<file path="src/hw/rtl/ptal_ram.sv">
`default_nettype none
// ----------------------------------------------------------------------------
// ptal_ram
// 256 x 8 table copy, one write port, one registered read port.
// ----------------------------------------------------------------------------
module ptal_ram (
  input  wire logic       clk,
  input  wire logic       we,
  input  wire logic [7:0] waddr,
  input  wire logic [7:0] wdata,
  input  wire logic       re,
  input  wire logic [7:0] raddr,
  output logic      [7:0] rdata
);

  logic [7:0] mem [256];

  always_ff @(posedge clk) begin
    if (we) begin
      mem[waddr] <= wdata;
    end
    if (re) begin
      rdata <= mem[raddr];
    end
  end

endmodule
`default_nettype wire

</file>
<file path="config.mk">
export PLATFORM = sky130hd
export DESIGN_NAME = ptal_ram
export DESIGN_NICKNAME = d
export VERILOG_FILES = /design/src/hw/rtl/ptal_ram.sv
export SDC_FILE = /design/constraint.sdc
export NUM_CORES = 2
export LEC_CHECK = 0
export ABC_AREA = 0
export BUFFER_PORTS_ARGS = -buffer_cell sky130_fd_sc_hd__buf_2
export CAP_MARGIN = 25
export CORE_ASPECT_RATIO = 1.5
export CORE_MARGIN = 2
export CORE_UTILIZATION = 55
export CTS_BUF_LIST = sky130_fd_sc_hd__clkbuf_4
export DETAILED_ROUTE_END_ITERATION = 8
export GPL_TIMING_DRIVEN = 0
export PLACE_DENSITY = 0.79
export SYNTH_ARGS = -nofsm -noshare
export SYNTH_HDL_FRONTEND = slang
export SYNTH_SLANG_ARGS = --single-unit
export TNS_END_PERCENT = 30
</file>
<file path="constraint.sdc">
create_clock -name clk -period 3.2 [get_ports clk]
set_input_delay 0.64 -clock clk [delete_from_list [all_inputs] [get_ports clk]]
set_output_delay 0.64 -clock clk [all_outputs]
set_load 0.1 [all_outputs]
</file>
; Yosys cells after proc, flatten, opt, wreduce, memory -nomap -nowiden
; Memories as Yosys holds them, arrays and structs flattened. A register that Yosys moved wholly into a read port is not among the register bits.
; Cells that the tools add are included.
[word_totals]
ramBits = 2048
ff_bits = 0
output_inout_bits = 8
memories = 1
elab_cells = 3
in_bits = 27
[mem_list]
columns = memory, words, width, read_ports, rd_ports_with_merged_regs, write_ports, line_no
row1 = mem, 256, 8, 1, 1, 1, 16  ; logic [7:0] mem [256];
[op_classes]
n_mux = 2
[op_table]
columns = operator, n
row1 = 1-bit two-way mux, 2

; Logic depth before layout (Yosys ltp)
[logic_depth]
ltp_word = 2
depth_mapped = 11
depth_no_buf = 6

; Worst setup path after synthesis
; OpenSTA, ideal clock, no wires.
[synth_timing]
path_kind = input -> register
start = input raddr[0]
end = register rdata[2], read port of mem (data pin)
n_path_buf = 4
required_time_ps = 2931
path_stages = 9
t_arrival_ps = 2447
path_slack_ps = 484
setup_ps = 269
cell_sequence = buf_6 buf_12 buf_8 buf_2 mux4_2 a22oi_1 a21oi_1 nor4_1 nor4_2
[synth_rtl]
columns = item, line_no
row1 = start: declaration, 12  ; input wire logic [7:0] raddr,
row2 = end: declaration, 13  ; output logic [7:0] rdata

==> results.toml <==
[logic_synthesis]
synth_top_area_share = 0.7753
ys_seq_area_frac = 0.7753
post-synth-top-count-cell = "edfxtp_1"
synth-seq-cells = 2056
postSynthAreaPerCell_um2 = 21.33
synthTopCellsByArea = "edfxtp_1, mux4_2, mux2i_1"
syn_area_mm2 = 0.07964
synth_edf_count = 2056
syn_nets = 3760
yosys.area.top_type = "edfxtp_1"
ys.flop_type = "edfxtp_1"
synth.distinct_cells = 54
synthTopCellsByCount = "edfxtp_1, mux4_2, nor2_1, mux2i_1, a22oi_1"
async_reset_ff_frac = 0
ys_warn_count = 0
synth_cells = 3733

[setup_path]
critPathMaxFanout = 10
end_kind = "register"
crit_arrival_ps = 4550
path_class = "primary input to register"
worstPathRequired_ps = 4290
start_kind = "primary input"

[floorplanning]
rows = 171
start_util = 0.5522
io_pins = 35
core_area_mm2 = 0.1442
die-area_mm2 = 0.1479
dieWidth_um = 314.7
die_h_um = 470.0

[clock_tree]
root_buffer = "clkbuf_4"
clockBufferDepth = 4
cts_tree = "built"
path_clk_slew_ps = 80
cts_buffers = 448
post_cts_buffers = 0
htree_levels = 5
clock-sinks = 2056
clk_latency_ps = 1390

[route]
via_count = 43610
dr.first_iter.drc_count = 6757
firstDrtPassIters = 6
wl_per_cell_um = 36.21
antenna_left = 0
met3_length_um = 28920
routed_wl_um = 235000
viasPerCell = 6.719
dr_wl_met2_um = 113200
drc = 0
maxUsedRoutingLayer = "met5"
drt-met1-wl_um = 70170

[job]
maxCapViolations = 0

[place]
dpl.hpwl_um = 158200
io_buffers = 27
place_congestion = 1.043

[sta]
fin_crit_ps = 3461
max_freq_ghz = 0.2889
rsz0062_at_grt = "false"
final_max_slew_viol_count = 0
tightest_slew_ps = 1272
clock_skew_ps = 122.6
slew-limit-headroom = 0.1300
setup_ws_ps = -261.5
finalHoldViolations = 0
setup_viol = 8
fin_crit_sh = 1.082
whs_ps = 119.6

[cells_and_area]
final_core_util = 0.6145
regArea_mm2 = 0.06174
layout-drive-gt1-share = 0.2921
finalNetCount = 4291
multi_input_area_mm2 = 0.01653
syn2layout_area_growth_pct = 11.27
fillers = 9686

[grt]
grt_pass1_vias = 43400
gr-usage-all-layers = 0.3195
antenna_found_initial = 19
grt_first_pass_wirelength_um = 321400
grt_max_degree = 164
overflow = 0

[hold_path]
hold_path.class = "primary input to register"

[power]
power_density_mw_per_mm2 = 588.5
p_total_mw = 52.15
ir_drop_v = 0.0002814
power.leakage_nw = 27.84

[status]
status = "finished with violations"
violations = "negative setup slack"
## sequential cells by signal, summed over array words and instances (netlist names)
register	count
mem	2048
rdata	8
## what timing repair did
item / CTS / global route
hold buffers: 10 / 0
resized for setup: 20 / 20
hold endpoints to repair: 947 / 0
setup endpoints to repair: 8 / 6
## per-stage QoR
step | std cells | worst slack (ps) | setup TNS (ps) | area [um^2]
6_report | 6490 | -261.5 | -1392 | 88610
5_1_grt | 6482 | 20.54 | 0 | 88590
4_1_cts | 6470 | -15.16 | -15.16 | 88490
3_5_place_dp | 5704 | -1967 | -678520 | 83000
3_3_place_gp | 5663 | -2600 | -3884480 | 82150
2_1_floorplan | 3733 | 483.9 | 0 | 79640
## area by class of cell
class,instances,share of cell area
inverters,2,0.00008472
flip-flops and latches,2056,0.6968
well taps,1903,0.02687
plain buffers,233,0.01703
clock buffers,617,0.05227
multi-input cells,1442,0.1866
diodes,17,0.0004801
clock inverters,139,0.007809
repair buffers,81,0.01207
## where the power goes
part           internal [mW]  switching [mW]
combinational           1.00            2.31
clock                   9.28            9.86
sequential              29.7          0.0161
## layout by cell type, fill, tap and decap left out, types with 19 or more instances in the layout
master and n:
clkinv_2 24, buf_6 24, o221ai_1 46, buf_2 54
a22oi_1 133, clkinv_1 105, mux2i_1 134, clkbuf_2 29
a21oi_1 96, buf_4 32, nand3_1 34, buf_8 39
nor2b_1 31, o22ai_1 28, mux4_2 454, clkbuf_1 82
nand2_1 33, edfxtp_1 2056, clkbuf_4 618, nor2_1 281
nor3_1 19
## critical path, stage by stage
cell,delay [ps]
buf_2,240
buf_2,500
clkbuf_1,760
nand3b_1,800
o22ai_1,360
o21ai_0,130
nand3_1,190
nor4_1,140
nor4_2,740
## layer usage
layer / track usage / vias up
li1: - / 17050
met1: 0.3606 / 21990
met2: 0.5018 / 3679
met3: 0.09589 / 876
met4: 0.2635 / 14
met5: 0 / -
## worst paths after layout
kind / slack [ps] / cells past startpoint / to / from
min: 120 / 2 / rdata[7] / re
max: -260 / 9 / rdata[7] / raddr[2]
min reg2reg: 1480 / 6 / rdata[5] / mem[32][5]
max reg2reg: -80 / 6 / rdata[5] / mem[80][5]
## cell families after synthesis
family / share of synthesized area
muxes: 0.1460
DFF: 0.7753
buffers and inverters: 0.01829
AOI/OAI and AO/OA: 0.03416
and+or+nand+nor: 0.02625
No activity file was read; power rests on OpenSTA's default activity.
